$ cat config.mk
export PLATFORM = sky130hd
export DESIGN_NAME = pss_scan
export DESIGN_NICKNAME = d
export VERILOG_FILES = /design/src/hdl/pss_pkg.sv /design/src/hdl/pss_scan.sv
export SDC_FILE = /design/constraint.sdc
export NUM_CORES = 1
export LEC_CHECK = 0
export ABC_AREA = 1
export BUFFER_PORTS_ARGS = -buffer_cell sky130_fd_sc_hd__buf_4
export CAP_MARGIN = 20
export CORE_ASPECT_RATIO = 1.5
export CORE_MARGIN = 10
export CORE_UTILIZATION = 43
export DETAILED_ROUTE_END_ITERATION = 8
export PLACE_DENSITY_LB_ADDON = 0.05
export SKIP_CTS_REPAIR_TIMING = 1
export SLEW_MARGIN = 10
export SYNTH_ARGS = -nofsm -noshare
export SYNTH_HDL_FRONTEND = slang
export SYNTH_SLANG_ARGS = --single-unit
$ cat constraint.sdc
create_clock -name clk -period 1 [get_ports clk]
set_input_delay 0.1 -clock clk [delete_from_list [all_inputs] [get_ports clk]]
set_output_delay 0.1 -clock clk [all_outputs]
set_load 0.02 [all_outputs]
$ cat src/hdl/pss_pkg.sv
package pss_pkg;

  localparam int PSS_MAX_LEN = 32;
  localparam int PSS_NRULE   = 50;
  localparam int PSS_T3      = 22;
  localparam int PSS_T4      = 30;
  localparam int PSS_ION     = 41;

  typedef logic [6:0][7:0] sfx_t;
  typedef logic [3:0][7:0] rep_t;

  typedef struct packed {
    sfx_t       sfx;
    logic [2:0] sl;
    rep_t       rep;
    logic [2:0] rl;
  } rule_t;

  typedef struct packed {
    logic [1:0] m;
    logic       hv;
    logic       cvc;
    logic [7:0] c1;
    logic [7:0] c2;
    logic       f1;
    logic [1:0] cnt;
  } scan_res_t;

  typedef enum logic [5:0] {
    ST_LOAD, ST_S1A_R, ST_S1A2, ST_S1A3, ST_S1A4,
    ST_S1B, ST_S1B1, ST_S1B2, ST_S1B3, ST_S1B4, ST_S1B5, ST_S1B6, ST_S1B7,
    ST_S1B8, ST_S1B9, ST_ADD_E, ST_S1C, ST_S1C1, ST_S1C2, ST_PUT_I,
    ST_TAB, ST_TAB1, ST_TAB2, ST_REPL,
    ST_S5, ST_S51, ST_S52, ST_S53, ST_S5L, ST_S5L1, ST_S5L2,
    ST_EMIT_RD, ST_EMIT_LD, ST_EMIT_W,
    ST_E0, ST_E_RD, ST_E_CMP, ST_M0, ST_M_RD, ST_M_FD
  } state_t;

  function automatic rule_t mk(input logic [55:0] s, input logic [2:0] sl,
                               input logic [31:0] r, input logic [2:0] rl);
    rule_t e;
    e.sfx = s;
    e.sl  = sl;
    e.rep = r;
    e.rl  = rl;
    return e;
  endfunction

  // suffix and replacement are stored last character first in byte 0
  function automatic rule_t pss_rule(input logic [5:0] k);
    rule_t e;
    case (k)
      6'd0:  e = mk(56'("ational"), 3'd7, 32'("ate"), 3'd3);
      6'd1:  e = mk(56'("tional"), 3'd6, 32'("tion"), 3'd4);
      6'd2:  e = mk(56'("enci"), 3'd4, 32'("ence"), 3'd4);
      6'd3:  e = mk(56'("anci"), 3'd4, 32'("ance"), 3'd4);
      6'd4:  e = mk(56'("izer"), 3'd4, 32'("ize"), 3'd3);
      6'd5:  e = mk(56'("iser"), 3'd4, 32'("ize"), 3'd3);
      6'd6:  e = mk(56'("abli"), 3'd4, 32'("able"), 3'd4);
      6'd7:  e = mk(56'("alli"), 3'd4, 32'("al"), 3'd2);
      6'd8:  e = mk(56'("entli"), 3'd5, 32'("ent"), 3'd3);
      6'd9:  e = mk(56'("eli"), 3'd3, 32'("e"), 3'd1);
      6'd10: e = mk(56'("ousli"), 3'd5, 32'("ous"), 3'd3);
      6'd11: e = mk(56'("ization"), 3'd7, 32'("ize"), 3'd3);
      6'd12: e = mk(56'("isation"), 3'd7, 32'("ize"), 3'd3);
      6'd13: e = mk(56'("ation"), 3'd5, 32'("ate"), 3'd3);
      6'd14: e = mk(56'("ator"), 3'd4, 32'("ate"), 3'd3);
      6'd15: e = mk(56'("alism"), 3'd5, 32'("al"), 3'd2);
      6'd16: e = mk(56'("iveness"), 3'd7, 32'("ive"), 3'd3);
      6'd17: e = mk(56'("fulness"), 3'd7, 32'("ful"), 3'd3);
      6'd18: e = mk(56'("ousness"), 3'd7, 32'("ous"), 3'd3);
      6'd19: e = mk(56'("aliti"), 3'd5, 32'("al"), 3'd2);
      6'd20: e = mk(56'("iviti"), 3'd5, 32'("ive"), 3'd3);
      6'd21: e = mk(56'("biliti"), 3'd6, 32'("ble"), 3'd3);
      6'd22: e = mk(56'("icate"), 3'd5, 32'("ic"), 3'd2);
      6'd23: e = mk(56'("ative"), 3'd5, 32'h0, 3'd0);
      6'd24: e = mk(56'("alize"), 3'd5, 32'("al"), 3'd2);
      6'd25: e = mk(56'("alise"), 3'd5, 32'("al"), 3'd2);
      6'd26: e = mk(56'("iciti"), 3'd5, 32'("ic"), 3'd2);
      6'd27: e = mk(56'("ical"), 3'd4, 32'("ic"), 3'd2);
      6'd28: e = mk(56'("ful"), 3'd3, 32'h0, 3'd0);
      6'd29: e = mk(56'("ness"), 3'd4, 32'h0, 3'd0);
      6'd30: e = mk(56'("al"), 3'd2, 32'h0, 3'd0);
      6'd31: e = mk(56'("ance"), 3'd4, 32'h0, 3'd0);
      6'd32: e = mk(56'("ence"), 3'd4, 32'h0, 3'd0);
      6'd33: e = mk(56'("er"), 3'd2, 32'h0, 3'd0);
      6'd34: e = mk(56'("ic"), 3'd2, 32'h0, 3'd0);
      6'd35: e = mk(56'("able"), 3'd4, 32'h0, 3'd0);
      6'd36: e = mk(56'("ible"), 3'd4, 32'h0, 3'd0);
      6'd37: e = mk(56'("ant"), 3'd3, 32'h0, 3'd0);
      6'd38: e = mk(56'("ement"), 3'd5, 32'h0, 3'd0);
      6'd39: e = mk(56'("ment"), 3'd4, 32'h0, 3'd0);
      6'd40: e = mk(56'("ent"), 3'd3, 32'h0, 3'd0);
      6'd41: e = mk(56'("ion"), 3'd3, 32'h0, 3'd0);
      6'd42: e = mk(56'("ou"), 3'd2, 32'h0, 3'd0);
      6'd43: e = mk(56'("ism"), 3'd3, 32'h0, 3'd0);
      6'd44: e = mk(56'("ate"), 3'd3, 32'h0, 3'd0);
      6'd45: e = mk(56'("iti"), 3'd3, 32'h0, 3'd0);
      6'd46: e = mk(56'("ous"), 3'd3, 32'h0, 3'd0);
      6'd47: e = mk(56'("ive"), 3'd3, 32'h0, 3'd0);
      6'd48: e = mk(56'("ize"), 3'd3, 32'h0, 3'd0);
      6'd49: e = mk(56'("ise"), 3'd3, 32'h0, 3'd0);
      default: e = mk(56'h0, 3'd7, 32'h0, 3'd0);
    endcase
    return e;
  endfunction

endpackage

$ cat src/hdl/pss_scan.sv
module pss_scan import pss_pkg::*; (
  input  logic      clk,
  input  logic      rst_n,
  input  logic      clr,
  input  logic      feed,
  input  logic      first,
  input  logic [7:0] ch,
  output scan_res_t res
);

  logic [1:0] m_r;
  logic       hv_r;
  logic [7:0] c1_r;
  logic [7:0] c2_r;
  logic       f1_r;
  logic       f2_r;
  logic       f3_r;
  logic [1:0] cnt_r;
  logic       v;

  always_comb begin
    v = (ch == 8'("a")) || (ch == 8'("e")) || (ch == 8'("i")) ||
        (ch == 8'("o")) || (ch == 8'("u")) ||
        ((ch == 8'("y")) && !first && !f1_r);
  end

  always_ff @(posedge clk) begin
    if (!rst_n || clr) begin
      m_r   <= 2'd0;
      hv_r  <= 1'b0;
      c1_r  <= 8'd0;
      c2_r  <= 8'd0;
      f1_r  <= 1'b0;
      f2_r  <= 1'b0;
      f3_r  <= 1'b0;
      cnt_r <= 2'd0;
    end else if (feed) begin
      if (!first && f1_r && !v && (m_r != 2'd2)) begin
        m_r <= m_r + 2'd1;
      end
      hv_r <= hv_r | v;
      c2_r <= c1_r;
      c1_r <= ch;
      f3_r <= f2_r;
      f2_r <= f1_r;
      f1_r <= v;
      if (cnt_r != 2'd3) begin
        cnt_r <= cnt_r + 2'd1;
      end
    end
  end

  always_comb begin
    res.m   = m_r;
    res.hv  = hv_r;
    res.cvc = (cnt_r == 2'd3) && !f1_r && f2_r && !f3_r &&
              (c1_r != 8'("w")) && (c1_r != 8'("x")) && (c1_r != 8'("y"));
    res.c1  = c1_r;
    res.c2  = c2_r;
    res.f1  = f1_r;
    res.cnt = cnt_r;
  end

endmodule

# Word level (Yosys, flattened, before mapping)
# Cells that the tools add are included.
[totals]
regBits = 24
latch_bits = 0
ram_bits = 0
rom_bits = 0
input_bits = 13
output_inout_bits = 23
word_cells = 47
mem_count = 0
[op_classes]
add_sub_neg = 2
n_mul = 0
n_div = 0
magnitude_cmp = 0
n_eq_ne = 12
n_shift = 0
n_mux = 0
bitwise_logic = 1
reduce_logical = 24
[ops]
columns = ["operator", "n"]
rows = [
  ["$eq A8 B7 Y1 const B", 6],
  ["$ne A8 B7 Y1 const B", 3],
  ["$logic_and A1 B1 Y1", 11],
  ["$logic_or A1 B1 Y1", 6],
  ["$logic_not A1 Y1", 5],
  ["$add A2 B1 Y2 const B", 2],
  ["$ne A2 B2 Y1 const B", 2],
  ["$reduce_and A2 Y1", 2],
  ["$eq A2 B2 Y1 const B", 1],
  ["$or A1 B1 Y1", 1],
]

# Logic depth before layout (Yosys ltp)
[depth]
ltp_word = 10
mapped_depth = 8
depth_no_buf = 8

# Least setup slack after synthesis
# No wires, ideal clock.
[synth_path]
kind = "register to output"
from = "reg cnt_r[0]"
to = "out res[19] in the netlist's numbering"
arrival_time_ns = 1.241
required_ns = 0.900
setup_slack_ns = -0.341
path_stages_with_launch = 4
n_path_buf = 0
path_cell_list = "dfxtp_1 -> ha_1 -> nand3_1 -> a211oi_1"
[synth_rtl]
columns = ["element", "line_no", "source"]
rows = [
  ["from (decl)", "pss_scan.sv:18", "logic [1:0] cnt_r;"],
  ["from (signal assigned)", "pss_scan.sv:48", "cnt_r <= cnt_r + 2'd1;"],
  ["to (decl)", "pss_scan.sv:8", "output scan_res_t res"],
]

==> results_dict.tcl <==
set metrics [dict create \
    outcome "finished, violations left" \
    failed_checks "negative setup slack" \
    min_period_ns 1.387 \
    rrSetupSlack_ns -0.13 \
    crit_type "reg -> out" \
    syn_nets 155 \
    num_vias 1103 \
    die_area_sq_um 4735 \
    switching_power_uw 468.0 \
    synth_edf_count 0 \
    nets 210 \
    grt_pass1_wl_um 4643 \
    numCtsBuffers 3 \
    reg2reg_depth 7 \
    setup_viol 16 \
    first_global_vias 1059 \
    clk_path_buf_depth 2 \
    powerDensity_nw_per_um2 1075 \
    arrival_ns 1.29 \
    hpwlAfterDp_um 2228 \
    yosysWarnings 0 \
    antenna_found_initial 0 \
    drt_iter0_drc 56 \
    cts_tree "done" \
    ant_nets 0 \
    cp-end-kind "output pin" \
    io_pins 36 \
    setup_tns_ns -1.042 \
    drive_gt1_frac 0.4897 \
    numPortBuffers 35 \
    fp.dieW_um 59.62 \
    min_period_over_period 1.387 \
    pre_cts_ws_ns -0.1151 \
    hold_depth 2 \
    cp-start-kind "flop" \
    rsz0062_at_grt "yes" \
    leakagePower_uw 0.0007330 \
    synth_cell_types 17 \
    min_path_type "in -> reg" \
    drv_slew 0 \
    std_cell_rows 21 \
    relSlewSlack 0.6902 \
    die_h_um 79.42 \
    synth_seq_cells 24 \
    finalWorstSetupSlack_ns -0.3865 \
    fmax_mhz 721.2 \
    worst_pin_slew_ns 0.4641 \
    synthCells 140 \
    sequentialPowerShare 0.548 \
    grt_start_max_net_pins 16 \
    nFillCells 181 \
    cap_viol_max_count 0 \
    synth_area_leaders "dfxtp_1 (47%), nand2_1 (14%), a21oi_1 (10%)" \
    syn_area_sq_um 1012 \
    swShare 0.2596 \
    overflow 0 \
    worstPathMaxFanout 4 \
    cts.sinks 24 \
    viasPerCell 5.083 \
    synth-seq-area-share 0.4747 \
    wl_per_cell_um 15.06 \
    initial_utilization 0.4532 \
    area_growth_pct 65.64 \
    drcViolationCount 0 \
    grt_usage 0.1211 \
    cts_root_buf "clkbuf_4" \
    yosysMostFrequentCell "nand2_1" \
    diodes 0 \
    gp_congestion 0.8883 \
    hold_ws_ns 0.02161 \
    synth_largest_area_cell "dfxtp_1" \
    dr.pass1.iters 4 \
    required_ns 0.90 \
    hold_viol 0 \
    cts-htree-levels 1 \
    finClkSkew_ns 0.007392 \
    routed_wl_um 3269 \
    ir_drop_uv 851.3 \
    power.share.combinational 0.163 \
    core_sq_um 2233 \
    p_clk_frac 0.289 \
    ys.flop_type "dfxtp_1" \
    syn_area_per_cell_sq_um 7.230 \
    cts.reportedPaths.clkPinSlew_ns 0.13 \
    clock_latency_ns 0.32 \
    async_reset_ff_frac 0 \
    internal_power_uw 1335 \
    synth_common_cells "nand2_1 (37), dfxtp_1 (24), a21oi_1 (21), inv_1 (19), o21ai_0 (9)" \
    synth_top_area_share 0.4747 \
]
## routing by layer
metal | vias up | GRT usage | part of all wire
met1 | 501 | 0.1314 | 0.36
met4 | 0 | 0.04279 | 0.021
met3 | 9 | 0.04140 | 0.075
met5 | - | 0 | 0
met2 | 39 | 0.2088 | 0.54
li1 | 554 | - | -
## cell usage in the layout, fill, tap and decap left out
cell,count
inv_2,4
nand4_1,3
nand3_1,2
dfxtp_2,8
nand2_2,2
o21ai_0,8
clkbuf_8,1
clkbuf_4,3
o21ai_2,1
buf_6,23
a21oi_2,2
a21oi_1,19
buf_4,34
nor2_2,2
dfxtp_1,12
nand2_1,35
o31ai_2,1
inv_1,14
ha_4,2
dfxtp_4,4
nor3_2,1
nor3_4,1
nor2_1,6
a211oi_4,1
inv_4,1
nand3_2,4
## through the flow
step	instances	instance area (sq um)	utilization	power, uW
final	217	1677	0.7507	1803
after global routing	217	1677	0.7507	1888
after CTS	215	1500	0.6717	1764
after detailed placement	211	1464	0.6555	1259
after global placement	211	1464	0.6555	1255
after floorplan	140	1060	-	1119
## power groups by stage
| stage | clock, uW | sequential (uW) | combinational [uW] |
|---|---|---|---|
| after CTS | 524 | 984 | 256 |
| after floorplan | 0 | 1030 | 84.8 |
| after global placement | 0 | 1000 | 250 |
| after global routing | 577 | 992 | 319 |
| final | 520 | 989 | 294 |
| after detailed placement | 0 | 1010 | 254 |
## cell families (layout without fill, tap and decap cells)
family,count (synthesis),in the layout,share of synthesized area
AOI/OAI and AO/OA,32,32,0.1632
buffers and inverters,26,80,0.1075
DFF,24,24,0.4747
adders and majority gates,2,2,0.02472
and+or+nand+nor,56,56,0.2299
## critical path, stage by stage, from the launching register on
cell      delay (ns)
dfxtp_2         0.36
inv_2           0.05
nand4_1         0.11
o31ai_2         0.10
a211oi_4        0.21
buf_6           0.15
## registers in the layout, summed over array words and instances, names as in the netlist
register	count
cnt_r	2
f2_r	1
c2_r	8
f3_r	1
hv_r	1
c1_r	8
m_r	2
f1_r	1
## layout make-up
class | count | area [sq um] | share of cell area
Sequential cell | 24 | 505.5 | 0.3015
Timing Repair Buffer | 57 | 514.2 | 0.3067
Multi-Input combinational cell | 90 | 518.0 | 0.3090
Tap cell | 23 | 28.78 | 0.01716
Inverter | 19 | 73.82 | 0.04403
Clock buffer | 4 | 36.28 | 0.02164
## final timing paths
path / start / end
max: c1_r[3] / res[19]
min: feed / c1_r[1]
max reg2reg: m_r[0] / m_r[1]
min reg2reg: hv_r / hv_r
No activity file was read; power rests on OpenSTA's default activity.
