<file path="src/hdl/pss_mem.sv">
module pss_mem #(
  parameter int DEPTH = 32
) (
  input  logic                     clk,
  input  logic                     we,
  input  logic [$clog2(DEPTH)-1:0] waddr,
  input  logic [7:0]               wdata,
  input  logic [$clog2(DEPTH)-1:0] raddr,
  output logic [7:0]               rdata
);

  logic [7:0] mem [DEPTH];

  always_ff @(posedge clk) begin
    if (we) begin
      mem[waddr] <= wdata;
    end
    rdata <= mem[raddr];
  end

endmodule

</file>
<file path="config.mk">
export PLATFORM = sky130hd
export DESIGN_NAME = pss_mem
export DESIGN_NICKNAME = d
export VERILOG_FILES = /design/src/hdl/pss_mem.sv
export SDC_FILE = /design/constraint.sdc
export NUM_CORES = 1
export LEC_CHECK = 0
export ABC_AREA = 1
export BUFFER_PORTS_ARGS = -buffer_cell sky130_fd_sc_hd__buf_4
export CAP_MARGIN = 25
export CORE_UTILIZATION = 56
export DETAILED_ROUTE_END_ITERATION = 10
export PLACE_DENSITY_LB_ADDON = 0.12
export SLEW_MARGIN = 5
export SYNTH_ARGS = -nofsm -noshare
export SYNTH_HDL_FRONTEND = slang
export SYNTH_SLANG_ARGS = --single-unit
</file>
<file path="constraint.sdc">
create_clock -name clk -period 1.1 [get_ports clk]
set_input_delay 0.165 -clock clk [delete_from_list [all_inputs] [get_ports clk]]
set_output_delay 0.165 -clock clk [all_outputs]
set_load 0.1 [all_outputs]
</file>
# --- Word level (Yosys, flattened, before mapping) ---
# Memories as Yosys holds them, arrays and structs flattened. A register that Yosys moved wholly into a read port is not among the register bits.
# Index checks and enable logic that the tools add are counted.
classes:
  mux: 2
ops:
  columns: ["op", "count"]
  rows:
  - ["$mux W1", 2]
word_totals:
  regBits: 0
  ramBits: 256
  elab_cells: 3
  n_memories: 1
memory_table:
  columns: ["name", "depth", "word_bits", "read_ports", "rd_clocked_by_memory_dff", "write_ports", "line_no", "rtl"]
  rows:
  - ["mem", 32, 8, 1, 1, 1, "12", "logic [7:0] mem [DEPTH];"]

# --- Logic depth before layout (Yosys ltp) ---
# Gate-level depths: netlist (run 1).
logic_depth:
  word_depth: 2
  depth_mapped: 11
  mapped_depth_nobuf: 9

# --- Worst setup path after synthesis (run 1) ---
# Ideal clock, no wire load.
synth_path:
  path_type: "input to register"
  start: "in waddr[0]"
  end: "mem mem[0][0], enable pin"
  arrival_time_ns: 0.829
  required_ns: 0.730
  path_slack_ns: -0.099
  cell_stages: 3
  cell_sequence: "inv_1 -> nand3_1 -> nor2_1"
synth_rtl:
  columns: ["element", "line_no", "rtl"]
  rows:
  - ["start, declared", "6", "input logic [$clog2(DEPTH)-1:0] waddr,"]
  - ["end, declared", "12", null]
# Straight into the memory's write port.

# --- Final worst setup path (run 1) ---
layout_path:
  start: "reg rdata[7], read port of mem"
  end: "out rdata[7]"
layout_rtl:
  columns: ["element", "line_no", "rtl"]
  rows:
  - ["start, declared", "9", "output logic [7:0] rdata"]
# No word-level cell between the ends.

==> results of run 1 <==
-- timing repair --
item | CTS | global route
hold endpoints to repair | 8 | 0
resized for setup | 49 | 78
hold buffers | 1 | 0
pin swaps | 3 | 78
endpoints found under the setup margin | 13 | 16
-- cells by family after synthesis --
kind of cell	after synthesis	synth area share, %
and+or+nand+nor	596	23.1
DFF	264	72.8
buffers and inverters	62	4.14
-- worst max-delay path by stage --
stage             start  depth (start not counted)         to  slack (ps)
3_5_place_dp   raddr[1]                         10   rdata[1]        -350
4_1_cts        rdata[7]                          1   rdata[7]        -150
6_report       rdata[7]                          1   rdata[7]        -130
2_1_floorplan  waddr[0]                          3  mem[0][0]        -100
5_1_grt        rdata[7]                          1   rdata[7]        -150
3_3_place_gp   raddr[0]                         11   rdata[1]        -340
-- stage by stage --
stage	cell area, um2	power [W]
floorplan	10800	0.0125
global placement	11500	0.0131
detailed placement	11500	0.0132
CTS	12500	0.0213
global route	12800	0.0220
finish	12800	0.0214
-- final cells by class --
type / instances / area (um2)
clock buffer: 36 / 709
clock inverter: 6 / 50.0
fill: 1370 / 5930
inverter: 10 / 38.8
multi-input combinational: 596 / 2900
sequential: 264 / 7860
tap: 234 / 293
timing repair buffer: 92 / 981
-- flip-flops by register name (all words and copies together), names as in the netlist --
register	count
mem	256
rdata	8
-- per-layer routing --
metal | vias up | wire length (um) | share of wire (%)
li1 | 3330 | - | -
met1 | 3452 | 11100 | 44
met2 | 294 | 11900 | 47
met3 | 30 | 2080 | 8.2
met4 | 0 | 388 | 1.5
met5 | - | 0 | 0
-- placed cells by master (no fill, tap or decap), types with 3 or more instances in the layout --
| cell | count |
|---|---|
| buf_12 | 23 |
| buf_4 | 68 |
| clkbuf_1 | 9 |
| clkbuf_16 | 27 |
| clkinv_1 | 4 |
| dfxtp_2 | 6 |
| edfxtp_1 | 256 |
| inv_1 | 8 |
| nand2_1 | 332 |
| nand2_2 | 28 |
| nand3_1 | 142 |
| nand3_2 | 59 |
| nand3_4 | 3 |
| nor2_1 | 30 |
-- power groups by stage --
stage          logic [W]  registers (W)  clock network, W
2_1_floorplan   0.000807         0.0117                 0
3_3_place_gp     0.00171         0.0114                 0
3_5_place_dp     0.00174         0.0114                 0
4_1_cts          0.00186         0.0113           0.00821
5_1_grt          0.00211         0.0113           0.00860
6_report         0.00198         0.0113           0.00812
==> results.tsv, run 1 <==
metric	value	unit
routed_wl	25400	um
timing.rr.start	mem[13][1]	
syn_inst	922	
wire_per_inst	20.5	um
r2r_cells	8	
pin_count	28	
status	complete, but fails checks	
grtUsageMet1	38.5	%
cp.buffers_inverters	1	
path_class	flop to primary output	
synth-main-ff-cell	edfxtp_1	
critPathArrivalTime	1070	ps
maxCapViolations	0	
cts_made_buffers	27	
synth-async-reset-ratio	0	%
hold_path.class	input pin to flop	
critPathLaunchType	flop	
postCtsSetupBuffers	0	
drt_iter0_drc	623	
clock_path_buffers	3	
p_sw	0.00485	W
clk_pin_slew	60	ps
io_buffer_count	27	
maxSlewViolCount	0	
clock_skew	11.1	ps
area_growth	19.0	%
ant_nets	0	
die_y	141	um
clock-sinks	264	
final_cells	1238	
grt.overflow.total	0	
p_comb_share	9.3	%
grt_pass1_vias	6853	
setup_violations	9	
path_cells	buf_12	
synthTopCellsByCount	nand2_1, edfxtp_1, nand3_1, nor2_1, buf_6	
die_width	141	um
ys_ff_latch	264	
failed_checks	setup timing	
place_congestion	0.845	
grt_use_total	26.4	%
final_layout_size_suffix_gt1_share	22.1	%
placed_cells_incl_taps	1195	
antenna_found_initial	0	
firstDrtPassIters	5	
critical_path_peak_fanout	1	
clockPowerShare	38.0	%
num_rows	50	
top_usage_layer	met2	
via_count	7106	
power_density	1660	nW/um2
setup_tns	-915	ps
dieArea	19800	um2
hold_viol_final	0	
synth_warnings	0	
hold_path.startpoint	wdata[5]	
seq_power_share	52.7	%
final_util	68.4	%
switching_share	22.7	%
syn_area_per_cell	11.7	um2
start_util	57.5	%
synth_top_area_share	71.3	%
crit_path_top_delay_cell	dfxtp_4	
cp.required	940	ps
synth_cell_type_count	12	
holdPathStages	1	
clk_latency	520	ps
synth_area_leader_cell	edfxtp_1	
met3_usage	4.59	%
max_freq	811	MHz
reg2reg_to	rdata[1]	
dp_hpwl	15400	um
diodes	0	
reg2reg_slack	-40	ps
syn-num-nets	942	
slowest_delay	370	ps
drc	0	
peakVddDrop	1.47	mV
worstSetupEndpointType	primary output	
htreeDepth	1	
yosysSeqAreaShare	72.8	%
critPathTopFamily	flip-flops	
gr-usage-met2	41.8	%
worst_slack	-133	ps
yosysMostFrequentCell	nand2_1	
yosys-top-cells-area	edfxtp_1, nand2_1, nand3_1	
relSlewSlack	58.0	%
static-leakage-power	4.83	nW
tightest_slew	630	ps
grt_max_degree	50	
p_int	0.0165	W
holdWs	92.9	ps
rsz0062_at_grt	yes	
fin_nets	1011	
dpl_worst_slack	-347	ps
cts_root_buf	clkbuf_16	
min_period	1230	ps
synth-edff-count	256	
fin_crit_sh	112	%
hold_path_end	mem[27][5]	
grt_pass1_wl	38900	um
synthesis.area	10800	um2
cts_tree	yes	
post_drt_via_cell_ratio	5.74	
core	18800	um2
Power figures use the tool's default switching activity.
==> run 2: changes to the inputs <==
CELL_PAD_IN_SITES_DETAIL_PLACEMENT = 0   (was unset)
CELL_PAD_IN_SITES_GLOBAL_PLACEMENT = 2   (was unset)
CORE_ASPECT_RATIO = 1.2   (was unset)
CORE_UTILIZATION = 39   (was 56)
==> run 2 against run 1 <==
  * The flow still finishes with violations (setup timing)
  * Fmax decreased by 1.6%
  * Cell count is 9.8% higher
  * Design area grew 2.7%
  * Critical endpoint is now rdata[6]
  * Sequential power is essentially flat
  * Power rose by 3.6%
  * Worst setup slack worse by 20 ps
  * Global-route usage down 5.7 points
  * Clock-buffer cell count decreased by 3
==> results.tsv, run 2 (synthesis results as in run 1) <==
metric	value	unit
clk_pin_slew	60	ps
critPathTopFamily	flip-flops	
antenna_found_initial	0	
tightest_slew	451	ps
final_layout_size_suffix_gt1_share	25.3	%
firstDrtPassIters	5	
regMostFlops	mem	
start_util	39.7	%
hold_path.class	input pin to flop	
core	27200	um2
crit_path_top_delay_cell	dfxtp_4	
relSlewSlack	69.9	%
maxSlewViolCount	0	
die_width	154	um
setup_violations	9	
drt_iter0_drc	549	
clock_skew	15.7	ps
power_density	1680	nW/um2
grt_pass1_vias	6992	
failed_checks	setup timing	
critPathArrivalTime	1090	ps
holdWs	66.9	ps
fin_crit_sh	114	%
clk_latency	530	ps
pin_count	28	
path_class	flop to primary output	
die_y	184	um
grt_pass1_wl	43400	um
finalPower	0.0221	W
io_buffer_count	27	
cts_made_buffers	26	
cp.buffers_inverters	1	
via_count	7004	
place_congestion	0.787	
path_cells	buf_12	
hold_viol_final	0	
maxCapViolations	0	
num_rows	66	
dieArea	28300	um2
final_common_cell	nand2_1	
area_growth	22.2	%
cts_root_buf	clkbuf_16	
post_drt_via_cell_ratio	5.15	
min_period	1250	ps
fin_nets	1019	
cp.required	940	ps
routed_wl	28500	um
max_freq	798	MHz
rsz0062_at_grt	yes	
htreeDepth	1	
nFillCells	2463	
grt.overflow.total	0	
final_cell_mix	nand2_1, edfxtp_1, nand3_1	
wire_per_inst	21.0	um
diodes	0	
cts_tree	yes	
grt_max_degree	52	
reg.largest.list	mem: 256 flops, rdata: 8 flops	
peakVddDrop	1.28	mV
critPathLaunchType	flop	
largest_register_ffs	256	
worstSetupEndpointType	primary output	
static-leakage-power	4.93	nW
slowest_delay	390	ps
grt_use_total	20.7	%
status	complete, but fails checks	
ant_nets	0	
worst_slack	-153	ps
dp_hpwl	17900	um
drc	0	
critical_path_peak_fanout	1	
postCtsSetupBuffers	0	
clock-sinks	264	
clock_path_buffers	3	
## run 2: cell types whose count changed in the layout (fill, tap and decap cells not counted), moves of 2 or more
cell,change
nand2_1,-17
nand2_2,+15
buf_4,+7
clkbuf_1,-5
clkinv_2,+4
clkinvlp_4,+4
nand3_4,-3
buf_12,+2
clkbuf_8,+2
dfxtp_2,-2
dfxtp_4,+2
nand2_4,+2
nand3_2,+2
## run 2: layout make-up
cell class / instances / area, um2 / area share [%]
clock buffer: 33 / 718 / 5.45
timing repair buffer: 101 / 1070 / 8.15
sequential: 264 / 7870 / 59.7
clock inverter: 15 / 130 / 0.987
multi-input combinational: 596 / 2930 / 22.2
tap: 340 / 425 / 3.23
inverter: 10 / 38.8 / 0.294
## run 2: through the flow
step                      cells  TNS (ps)  area, um2  utilization (%)  setup WS (ps)
final                      1359     -1040      13200             48.5           -153
after global routing       1359     -1610      13200             48.5           -182
after CTS                  1359     -1230      12900             47.4           -183
after detailed placement   1310    -40440      11800             43.3           -438
after global placement     1310    -38150      11800             43.3           -430
after floorplan             922    -21810      10800                -          -99.0
## run 2: path summary, 6_finish.rpt
path | start | end | slack [ps] | depth (start not counted)
worst max-delay path | rdata[6] | rdata[6] | -150 | 1
worst min-delay path | raddr[3] | rdata[1] | 70 | 5
worst max register to register | mem[20][3] | rdata[3] | 0 | 8
worst min register to register | mem[16][5] | rdata[5] | 770 | 8
## run 2: what timing repair did
action	4_1_cts	5_1_grt
hold buffers	1	0
hold endpoints to repair	8	0
pin swaps	20	66
resized for setup	74	70
endpoints found under the setup margin	16	16
## run 2: layer usage
metal	GRT usage (%)	wire, um	vias to the layer above
met4	6.60	755	0
met3	2.33	1180	42
met2	35.3	14000	171
met1	27.7	12600	3435
met5	0	0	-
li1	-	-	3356
## run 2: report_power, final
part | internal [W] | switching [W]
clock | 0.00508 | 0.00372
combinational | 0.000673 | 0.00139
sequential | 0.0112 | 0.0000744
==> run 3: changes to the inputs <==
RECOVER_POWER = 50   (was unset)
==> run 3 against run 2 <==
  * Register-to-register slack barely moved
  * Hold slack about the same
  * Fmax decreased by 0.17%
  * The run still ends with setup timing left
  * Critical endpoint unchanged
==> results.tsv, run 3 (synthesis results as in run 1) <==
metric	value	unit
status	complete, but fails checks	
drt_iter0_drc	519	
clock-sinks	264	
core	27200	um2
timing.rr.start	mem[20][3]	
crit_path_top_delay_cell	dfxtp_4	
wl_met2	13900	um
crit_cells	1	
pin_count	28	
maxSlewViolCount	0	
m1WireLength	12700	um
path_cells	buf_12	
holdPathStages	5	
dp_hpwl	17900	um
post_drt_via_cell_ratio	5.16	
cts_root_buf	clkbuf_16	
critPathArrivalTime	1090	ps
clk_pin_slew	60	ps
reg2reg_to	rdata[3]	
clk_latency	530	ps
slowest_delay	390	ps
cts_made_buffers	26	
clock_skew	14.9	ps
antenna_found_initial	0	
grt.overflow.total	0	
final_cell_mix	nand2_1, edfxtp_1, nand3_1	
htreeDepth	1	
cp.required	940	ps
critPathLaunchType	flop	
dpl_worst_slack	-438	ps
hold_path.startpoint	raddr[3]	
multi_input_area	2930	um2
peakVddDrop	1.28	mV
firstDrtPassIters	5	
worstSetupEndpointType	primary output	
largest_register_ffs	256	
static-leakage-power	4.92	nW
rsz0062_at_grt	yes	
reg2reg_slack	0	ps
diodes	0	
critical_path_peak_fanout	1	
top_layer_used	met4	
area_growth	21.9	%
failed_checks	setup timing	
max_freq	796	MHz
ant_nets	0	
routed_wl	28500	um
wire_per_inst	21.0	um
grt_pass1_wl	43400	um
seqCellArea	7870	um2
fin_crit_sh	114	%
final_util	48.4	%
hold_path.class	input pin to flop	
nFillCells	2467	
die_width	154	um
holdWs	66.8	ps
via_count	7013	
fin_nets	1019	
critPathTopFamily	flip-flops	
die_y	184	um
grt_use_total	20.7	%
grt_pass1_vias	6992	
drc	0	
start_util	39.7	%
hold_path_end	rdata[1]	
num_rows	66	
tightest_slew	870	ps
dieArea	28300	um2
relSlewSlack	42.0	%
min_period	1260	ps
hold_viol_final	0	
io_buffer_count	27	
cp.buffers_inverters	1	
met3_length	1160	um
reg.largest.list	mem: 256 flops, rdata: 8 flops	
setup_tns	-1040	ps
final_layout_size_suffix_gt1_share	25.3	%
maxCapViolations	0	
place_congestion	0.787	
grt_max_degree	52	
clock_path_buffers	3	
r2r_cells	8	
regMostFlops	mem	
worst_slack	-156	ps
power_density	1680	nW/um2
setup_violations	9	
final_common_cell	nand2_1	
path_class	flop to primary output	
cts_tree	yes	
-- run 3: cell types whose count changed in the layout (fill, tap and decap cells not counted) --
cell / delta
clkbuf_4: +1
buf_4: -8
buf_12: -1
clkbuf_2: +8
-- run 3: worst reg2reg max path, delay by kind of cell, from the launching register on --
family           cells  cell delay (ps)
DFF                  1              360
and+or+nand+nor      8              630
-- run 3: report_power, final --
group	switching [W]	internal (W)	leakage, nW
clock	0.00373	0.00508	0.407
combinational	0.00139	0.000658	2.14
sequential	0.0000742	0.0112	2.38
total	0.00519	0.0169	4.92
-- run 3: layout make-up --
type	instances	area share (%)
tap	340	3.24
clock inverter	15	0.990
clock buffer	33	5.46
timing repair buffer	101	7.92
sequential	264	59.8
inverter	10	0.295
multi-input combinational	596	22.3
-- run 3: metrics by stage --
stage / cells / power (W) / cell area (um2)
2_1_floorplan: 922 / 0.0125 / 10800
3_3_place_gp: 1310 / 0.0133 / 11800
3_5_place_dp: 1310 / 0.0133 / 11800
4_1_cts: 1359 / 0.0223 / 12900
5_1_grt: 1359 / 0.0229 / 13100
6_report: 1359 / 0.0221 / 13100
-- run 3: per-layer routing --
| metal | GRT usage (%) | vias to the layer above |
|---|---|---|
| met2 | 35.3 | 172 |
| met3 | 2.33 | 42 |
| met4 | 6.60 | 0 |
| met1 | 27.7 | 3443 |
| met5 | 0 | - |
| li1 | - | 3356 |
-- run 3: repair_timing --
action / in CTS / in global routing
endpoints found under the hold margin: 8 / 0
pin swaps: 20 / 66
gates resized for setup: 74 / 70
setup endpoints to repair: 16 / 16
buffers inserted: 0 / 0
hold buffers: 1 / 0
-- run 3: how the worst max path moves through the flow --
stage | end | startpoint
after detailed placement | rdata[3] | raddr[0]
after floorplan | mem[0][0] | waddr[0]
final | rdata[6] | rdata[6]
after CTS | rdata[6] | rdata[6]
after global routing | rdata[6] | rdata[6]
after global placement | rdata[3] | raddr[0]
